`src/design/ptw_pkg.sv`:
```
// types and constants shared by the page table walker modules
`timescale 1ns / 1ps
`default_nettype none

package ptw_pkg;

  localparam int unsigned VA_W   = 48;
  localparam int unsigned PA_W   = 52;
  localparam int unsigned DATA_W = 64;
  localparam int unsigned WIDX_W = 12;
  localparam int unsigned ROOT_W = 15;
  localparam int unsigned IDX_W  = 9;
  localparam int unsigned TAB_W  = 40;              // entry bits 51..12
  localparam int unsigned SLOT_W = TAB_W + IDX_W;   // table word address
  localparam int unsigned OFS4K_W = 12;
  localparam int unsigned OFS2M_W = 21;
  localparam int unsigned HUGE_W  = PA_W - OFS2M_W; // entry bits 51..21

  localparam int unsigned ENT_PRESENT_BIT = 0;
  localparam int unsigned ENT_HUGE_BIT    = 7;

  localparam logic [1:0] LVL_PML4 = 2'd0;
  localparam logic [1:0] LVL_PDPT = 2'd1;
  localparam logic [1:0] LVL_PD   = 2'd2;
  localparam logic [1:0] LVL_PT   = 2'd3;

  typedef enum logic [1:0] {
    OP_WRITE     = 2'd0,
    OP_TRANSLATE = 2'd1,
    OP_UNMAP     = 2'd2,
    OP_NONE      = 2'd3
  } op_e;

  typedef enum logic [1:0] {
    ST_OK    = 2'd0,
    ST_FAULT = 2'd1,
    ST_RANGE = 2'd2
  } status_e;

  typedef enum logic [1:0] {
    PA_ZERO  = 2'd0,
    PA_SMALL = 2'd1,
    PA_HUGE  = 2'd2
  } pa_sel_e;

  typedef struct packed {
    logic    load;
    logic    advance;
    logic    mem_rd;
    logic    mem_wr_word;
    logic    mem_wr_clear;
    logic    res_set;
    status_e res_status;
    pa_sel_e res_pa;
  } ctrl_cmd_t;

  typedef struct packed {
    op_e        op;
    logic [1:0] level;
    logic       slot_oob;
    logic       word_oob;
    logic       ent_present;
    logic       ent_huge;
  } dp_stat_t;

endpackage

`default_nettype wire

```
`src/design/ptw_ctrl.sv`:
```
// walker controller state machine
`timescale 1ns / 1ps
`default_nettype none

module ptw_ctrl (
  input  wire logic              clk_i,
  input  wire logic              rst_ni,
  input  wire logic              start,
  input  wire ptw_pkg::dp_stat_t stat_i,
  output ptw_pkg::ctrl_cmd_t     cmd_o,
  output logic                   busy,
  output logic                   done_o
);

  import ptw_pkg::*;

  typedef enum logic [4:0] {
    S_IDLE     = 5'b00001,
    S_DISPATCH = 5'b00010,
    S_ADDR     = 5'b00100,
    S_DATA     = 5'b01000,
    S_DONE     = 5'b10000
  } state_e;

  state_e state_q, state_d;

  always_comb begin
    state_d = state_q;
    cmd_o   = '0;
    unique case (state_q)
      S_IDLE: begin
        if (start) begin
          cmd_o.load = 1'b1;
          state_d    = S_DISPATCH;
        end
      end
      S_DISPATCH: begin
        unique case (stat_i.op)
          OP_WRITE: begin
            cmd_o.mem_wr_word = !stat_i.word_oob;
            cmd_o.res_set     = 1'b1;
            cmd_o.res_status  = ST_OK;
            cmd_o.res_pa      = PA_ZERO;
            state_d           = S_DONE;
          end
          OP_TRANSLATE, OP_UNMAP: begin
            state_d = S_ADDR;
          end
          default: begin
            cmd_o.res_set    = 1'b1;
            cmd_o.res_status = ST_OK;
            cmd_o.res_pa     = PA_ZERO;
            state_d          = S_DONE;
          end
        endcase
      end
      S_ADDR: begin
        if (stat_i.slot_oob) begin
          cmd_o.res_set    = 1'b1;
          cmd_o.res_status = ST_RANGE;
          cmd_o.res_pa     = PA_ZERO;
          state_d          = S_DONE;
        end else if (stat_i.level == LVL_PT && stat_i.op == OP_UNMAP) begin
          cmd_o.mem_wr_clear = 1'b1;
          cmd_o.res_set      = 1'b1;
          cmd_o.res_status   = ST_OK;
          cmd_o.res_pa       = PA_ZERO;
          state_d            = S_DONE;
        end else begin
          cmd_o.mem_rd = 1'b1;
          state_d      = S_DATA;
        end
      end
      S_DATA: begin
        priority if (!stat_i.ent_present) begin
          cmd_o.res_set    = 1'b1;
          cmd_o.res_status = ST_FAULT;
          cmd_o.res_pa     = PA_ZERO;
          state_d          = S_DONE;
        end else if (stat_i.level == LVL_PD && stat_i.ent_huge) begin
          cmd_o.res_set = 1'b1;
          if (stat_i.op == OP_TRANSLATE) begin
            cmd_o.res_status = ST_OK;
            cmd_o.res_pa     = PA_HUGE;
          end else begin
            cmd_o.res_status = ST_FAULT;
            cmd_o.res_pa     = PA_ZERO;
          end
          state_d = S_DONE;
        end else if (stat_i.level == LVL_PT) begin
          cmd_o.res_set    = 1'b1;
          cmd_o.res_status = ST_OK;
          cmd_o.res_pa     = PA_SMALL;
          state_d          = S_DONE;
        end else begin
          cmd_o.advance = 1'b1;
          state_d       = S_ADDR;
        end
      end
      S_DONE: begin
        state_d = S_IDLE;
      end
      default: begin
        state_d = S_IDLE;
      end
    endcase
  end

  always_ff @(posedge clk_i or negedge rst_ni) begin
    if (!rst_ni) begin
      state_q <= S_IDLE;
    end else begin
      state_q <= state_d;
    end
  end

  assign busy   = (state_q != S_IDLE);
  assign done_o = (state_q == S_DONE);

endmodule

`default_nettype wire

```
`config.mk`:
```
export PLATFORM = sky130hd
export DESIGN_NAME = ptw_ctrl
export DESIGN_NICKNAME = d
export VERILOG_FILES = /design/src/design/ptw_pkg.sv /design/src/design/ptw_ctrl.sv
export SDC_FILE = /design/constraint.sdc
export NUM_CORES = 1
export LEC_CHECK = 0
export ABC_AREA = 1
export BUFFER_PORTS_ARGS = -buffer_cell sky130_fd_sc_hd__clkbuf_2
export CELL_PAD_IN_SITES_DETAIL_PLACEMENT = 1
export CELL_PAD_IN_SITES_GLOBAL_PLACEMENT = 2
export CORE_MARGIN = 2
export CORE_UTILIZATION = 21
export DETAILED_ROUTE_END_ITERATION = 10
export PLACE_DENSITY_LB_ADDON = 0.25
export SLEW_MARGIN = 0
export SYNTH_ARGS = -nofsm -noshare
export SYNTH_HDL_FRONTEND = slang
export SYNTH_SLANG_ARGS = --single-unit
```
`constraint.sdc`:
```
create_clock -name clk_i -period 1.3 [get_ports clk_i]
set_input_delay 0.065 -clock clk_i [delete_from_list [all_inputs] [get_ports clk_i]]
set_output_delay 0.065 -clock clk_i [all_outputs]
set_load 0.1 [all_outputs]
```
==> results of run 1 <==
[power by group through the flow]
stage	clock, mW	combinational [mW]	sequential, mW
global placement	0	0.860	0.233
finish	0.183	1.02	0.247
CTS	0.189	0.899	0.251
global route	0.210	1.08	0.253
floorplan	0	0.541	0.238
detailed placement	0	0.866	0.236
[cells by family after synthesis]
kind of cell,count (synthesis),synth area share
AO/OA/AOI/OAI,2,0.0229
adder cells (fa/ha/maj),3,0.0860
buffers and inverters,12,0.112
flip-flops,5,0.289
AND/OR/NAND/NOR,39,0.490
[what timing repair did]
action | CTS | global route
resized for setup | 10 | 10
setup buffers | 2 | 3
hold endpoints to repair | 5 | 0
setup endpoints to repair | 12 | 12
pin swaps | 6 | 7
hold buffers | 1 | 0
[worst reg2reg max path, stage by stage, from the launching register on]
cell and delay (ns):
dfstp_2 0.57, nor2_4 0.08, nand3_4 0.12, buf_6 0.13
buf_4 0.11, nand3_1 0.08, nor2_1 0.09
[through the flow]
stage                     power (mW)   util  hold slack, ns
final                           1.45  0.551          0.0739
after global routing            1.54  0.551          0.0913
after CTS                       1.34  0.519          0.0662
after detailed placement        1.10  0.476          -0.108
after global placement          1.09  0.476          -0.115
after floorplan                0.779      -          -0.231
[synthesized netlist by cell type]
cell     count
buf_4        1
dfrtp_1      4
dfstp_2      1
ha_1         3
inv_1       11
nand2_1      5
nand3_1      8
nand3_2      2
nand4_1      2
nand4_2      1
nor2_1      11
nor2_2       2
nor3_1       3
nor3b_1      3
nor3b_2      1
nor4_1       1
o21ai_0      1
o21ai_1      1
[routing by layer]
| layer | part of all wire | vias to the layer above |
|---|---|---|
| met5 | 0 | - |
| met4 | 0 | 0 |
| met3 | 0.036 | 0 |
| met2 | 0.59 | 13 |
| met1 | 0.38 | 256 |
| li1 | - | 280 |
[layout make-up]
class | count | area [um^2] | area share
Multi-Input combinational cell | 44 | 425 | 0.394
Timing Repair Buffer | 37 | 420 | 0.389
Sequential cell | 5 | 129 | 0.119
Inverter | 11 | 46.3 | 0.0428
Tap cell | 27 | 33.8 | 0.0312
Clock buffer | 4 | 26.3 | 0.0243
[worst paths after layout]
path                                   end  startpoint  depth (start not counted)
worst max-delay path                done_o  state_q[2]                          4
worst min-delay path            state_q[3]   stat_i[3]                          2
worst max register to register  state_q[0]  state_q[0]                          6
worst min register to register  state_q[1]  state_q[2]                          3
max in group asynchronous       state_q[0]      rst_ni                          2
min in group asynchronous       state_q[4]      rst_ni                          2
==> flow_metrics.env, run 1 <==
export IMPL_syn_to_final_growth_pct=148
export IMPL_grt_antenna_before_repair=0
export IMPL_grt_util_met2=0.238
export IMPL_required_ns=1.24
export IMPL_setup_ws_ns=-0.231
export IMPL_grt_first_pass_wirelength_mm=2.65
export IMPL_crit_fanout=4
export IMPL_netlist_area_leader_share=0.229
export IMPL_seqPwrFrac=0.170
export IMPL_rsz0062_at_grt="yes"
export IMPL_initial_core_util=0.223
export IMPL_clock_root_buffer="clkbuf_4"
export IMPL_syn_instance_count=61
export IMPL_cts_max_path_buffers=2
export IMPL_cts_htree_levels=1
export IMPL_largest_reg_flops=5
export IMPL_drt_initial_drc_count=3
export IMPL_dieArea_um2=2460
export IMPL_drive_gt1_frac=0.663
export IMPL_placedCellCount=118
export IMPL_setup_tns_ns=-1.99
export IMPL_top_regs="state_q (5)"
export IMPL_endpoint_kind="output pin"
export IMPL_grt_busiest_layer="met2"
export IMPL_slowest_stage="dfrtp_2"
export IMPL_globalRouteOverflowTotal=0
export IMPL_finalNonFillerCells=128
export IMPL_cp_arrival_ns=1.47
export IMPL_violations="setup timing"
export IMPL_fin_nets=116
export IMPL_fmax_mhz=653
export IMPL_num_fill_cells=244
export IMPL_layout_commonest_cell="buf_12"
export IMPL_clock_sinks=5
export IMPL_ys_seq_area_frac=0.289
export IMPL_syn_area_um2=437
export IMPL_fin_crit_ns=1.53
export IMPL_startpoint_type="flop"
export IMPL_fin_skew_ns=0.000782
export IMPL_grt_max_degree=9
export IMPL_io_buffers=22
export IMPL_relSlewSlack=0.780
export IMPL_cp_cell_sequence="buf_4 > buf_4 > nor4_4 > buf_12"
export IMPL_critical_path_max_stage_delay_ns=0.44
export IMPL_die_h_um=49.6
export IMPL_cap_violations=0
export IMPL_numCtsBuffers=3
export IMPL_ios=23
export IMPL_detail_route_antenna_nets=0
export IMPL_syn_avg_cell_area_um2=7.16
export IMPL_placed_area_um2=935
export IMPL_netSwitchingFraction=0.502
export IMPL_run_status="complete, but fails checks"
export IMPL_totalWireLength_mm=1.52
export IMPL_dpl_hpwl_mm=1.24
export IMPL_crit_buf_inv=3
export IMPL_critPathTopFamily="buffers and inverters"
export IMPL_final_cell_mix="buf_12 (12), clkbuf_2 (10), buf_4 (10)"
export IMPL_drcViolationCount=0
export IMPL_place_congestion=0.750
export IMPL_intPower_mw=0.724
export IMPL_clk_latency_ns=0.24
export IMPL_p_per_area_nw_per_um2=1350
export IMPL_finalHoldViolations=0
export IMPL_timing_hold_worst_class="in -> reg"
export IMPL_ir_drop_mv=1.09
export IMPL_drt_pass1_iterations=2
export IMPL_p_clk_frac=0.126
export IMPL_die_w_um=49.6
export IMPL_synth_warnings=0
export IMPL_dr_total_vias=549
export IMPL_fin_crit_sh=1.18
export IMPL_post_drt_via_cell_ratio=4.29
export IMPL_rrSetupSlack_ns=0.06
export IMPL_grt_usage=0.142
export IMPL_grtUsageMet1=0.177
export IMPL_cpMostUsedCell="buf_4"
export IMPL_synth_seq_cells=5
export IMPL_stdcell_area_um2=1080
export IMPL_setup_violations=12
export IMPL_tightestPinTransition_ns=0.327
export IMPL_synth_top_area_cell="dfrtp_1"
export IMPL_rows=16
export IMPL_grt_pass1_vias=609
export IMPL_yosys_top_cells_area="dfrtp_1 (23%), inv_1 (9.5%), nor2_1 (9.5%), nand3_1 (9.2%), ha_1 (8.6%)"
export IMPL_diodes=0
export IMPL_syn_num_nets=75
export IMPL_p_comb_frac=0.704
export IMPL_switchingPower_mw=0.730
export IMPL_clk_pin_slew_ns=0.04
export IMPL_wl_per_cell_um=11.9
export IMPL_place_ws_ns=-0.0237
export IMPL_regMostFlops="state_q"
export IMPL_p_leak_nw=0.489
export IMPL_crit_type="reg -> out"
export IMPL_cts_tree="built"
export IMPL_drv_slew=0
export IMPL_core_area_um2=1960
export IMPL_ys_types=18
export IMPL_grt_met3_usage=0.0212
(Power assumes the default switching activity.)
==> run 2: changes to the inputs <==
==> constraint.sdc (replaced) <==
create_clock -name clk_i -period 1.3 [get_ports clk_i]
set_input_delay 0.13 -clock clk_i [delete_from_list [all_inputs] [get_ports clk_i]]
set_output_delay 0.13 -clock clk_i [all_outputs]
set_load 0.1 [all_outputs]
==> flow_metrics.env, run 2 (synthesized netlist as in run 1, its figures left out) <==
export IMPL_run_status="complete, but fails checks"
export IMPL_violations="setup timing"
export IMPL_grt_usage=0.140
export IMPL_tightestPinTransition_ns=0.378
export IMPL_cap_violations=0
export IMPL_crit_fanout=3
export IMPL_drt_pass1_iterations=4
export IMPL_post_drt_via_cell_ratio=4.47
export IMPL_placed_area_um2=962
export IMPL_fin_nets=123
export IMPL_detail_route_antenna_nets=0
export IMPL_fin_skew_ns=0.000588
export IMPL_grt_first_pass_wirelength_mm=2.63
export IMPL_cts_max_path_buffers=2
export IMPL_ir_drop_mv=0.957
export IMPL_regMostFlops="state_q"
export IMPL_setup_violations=14
export IMPL_drive_gt1_frac=0.657
export IMPL_die_h_um=49.6
export IMPL_startpoint_type="flop"
export IMPL_multi_input_comb_area_um2=422
export IMPL_dieArea_um2=2460
export IMPL_dr_total_vias=604
export IMPL_fin_crit_ns=1.61
export IMPL_p_total_mw=1.58
export IMPL_clk_latency_ns=0.24
export IMPL_p_per_area_nw_per_um2=1390
export IMPL_numCtsBuffers=3
export IMPL_die_w_um=49.6
export IMPL_drcViolationCount=0
export IMPL_layout_commonest_cell="buf_4"
export IMPL_hold_slack_ns=0.173
export IMPL_endpoint_kind="output pin"
export IMPL_setup_tns_ns=-3.29
export IMPL_io_buffers=22
export IMPL_cpMostUsedCell="nor2_4"
export IMPL_placedCellCount=121
export IMPL_finalHoldViolations=0
export IMPL_num_fill_cells=234
export IMPL_top_regs="state_q (5)"
export IMPL_place_congestion=0.702
export IMPL_clk_pin_slew_ns=0.04
export IMPL_crit_type="reg -> out"
export IMPL_syn_to_final_growth_pct=161
export IMPL_critPathTopFamily="flip-flops"
export IMPL_wl_per_cell_um=13.3
export IMPL_grt_max_degree=9
export IMPL_slowest_stage="dfstp_2"
export IMPL_drt_initial_drc_count=9
export IMPL_fmax_mhz=621
export IMPL_register_area_um2=129
export IMPL_r2r_cells=7
export IMPL_required_ns=1.17
export IMPL_largest_reg_flops=5
export IMPL_cts_tree="built"
export IMPL_p_leak_nw=0.524
export IMPL_clock_sinks=5
export IMPL_grt_antenna_before_repair=0
export IMPL_crit_buf_inv=3
export IMPL_diodes=0
export IMPL_cp_arrival_ns=1.48
export IMPL_rows=16
export IMPL_setup_ws_ns=-0.309
export IMPL_fin_crit_sh=1.24
export IMPL_drv_slew=0
export IMPL_critical_path_max_stage_delay_ns=0.57
export IMPL_totalWireLength_mm=1.80
export IMPL_core_area_um2=1960
export IMPL_finalNonFillerCells=135
export IMPL_cts_htree_levels=1
export IMPL_relSlewSlack=0.745
export IMPL_rsz0062_at_grt="yes"
export IMPL_ios=23
export IMPL_final_cell_mix="buf_4 (14), buf_12 (12), clkbuf_2 (10)"
export IMPL_whs_path_depth=2
export IMPL_globalRouteOverflowTotal=0
export IMPL_dpl_hpwl_mm=1.38
export IMPL_initial_core_util=0.223
export IMPL_cp_depth=6
export IMPL_grt_pass1_vias=616
export IMPL_stdcell_area_um2=1140
export IMPL_clock_root_buffer="clkbuf_4"
export IMPL_cp_cell_sequence="nor2_4 > buf_4 > nand3_4 > buf_6 > nor2_4 > buf_12"
export IMPL_timing_hold_worst_class="in -> reg"
==> run 2: layout make-up <==
cell class	count	area share
tap	27	0.0297
sequential	5	0.113
multi-input combinational	44	0.370
clock buffer	4	0.0231
timing repair buffer	44	0.425
inverter	11	0.0385
==> run 2: worst reg2reg max path: cells and delay by family, from the launching register on <==
| family | cells | cell delay (ns) |
|---|---|---|
| buffers and inverters | 3 | 0.39 |
| DFF | 1 | 0.57 |
| and+or+nand+nor | 4 | 0.36 |
==> run 2: final timing paths <==
check | slack [ns] | start | to
min | 0.17 | stat_i[3] | state_q[3]
min in group asynchronous | 0.23 | rst_ni | state_q[1]
max reg2reg | -0.08 | state_q[0] | state_q[0]
max | -0.31 | state_q[0] | cmd_o[2]
max in group asynchronous | 0.85 | rst_ni | state_q[0]
min reg2reg | 0.67 | state_q[4] | state_q[2]
==> run 2: per-layer routing <==
| layer | wire length [um] | global-route usage | part of all wire | vias up |
|---|---|---|---|---|
| met5 | 0 | 0 | 0 | - |
| met4 | 22 | 0.0556 | 0.012 | 0 |
| met3 | 68 | 0.0182 | 0.038 | 2 |
| met2 | 1060 | 0.273 | 0.59 | 15 |
| met1 | 648 | 0.149 | 0.36 | 292 |
| li1 | - | - | - | 295 |
==> run 2: repair_timing <==
| action | in CTS | in global routing |
|---|---|---|
| hold buffers | 1 | 0 |
| pin swaps | 5 | 6 |
| endpoints found under the hold margin | 5 | 0 |
| buffers inserted | 4 | 5 |
| gates resized for setup | 13 | 5 |
| endpoints found under the setup margin | 12 | 14 |
==> run 2: metrics by stage <==
step / util / worst slack [ns]
floorplan: - / -0.527
global placement: 0.490 / -0.0702
detailed placement: 0.490 / -0.0997
CTS: 0.552 / -0.304
global route: 0.580 / -0.352
finish: 0.580 / -0.309
==> run 2: where the power goes <==
part,switching (mW),internal [mW]
Sequential,0.0466,0.202
Combinational,0.652,0.501
Clock,0.0646,0.116
Total,0.763,0.819
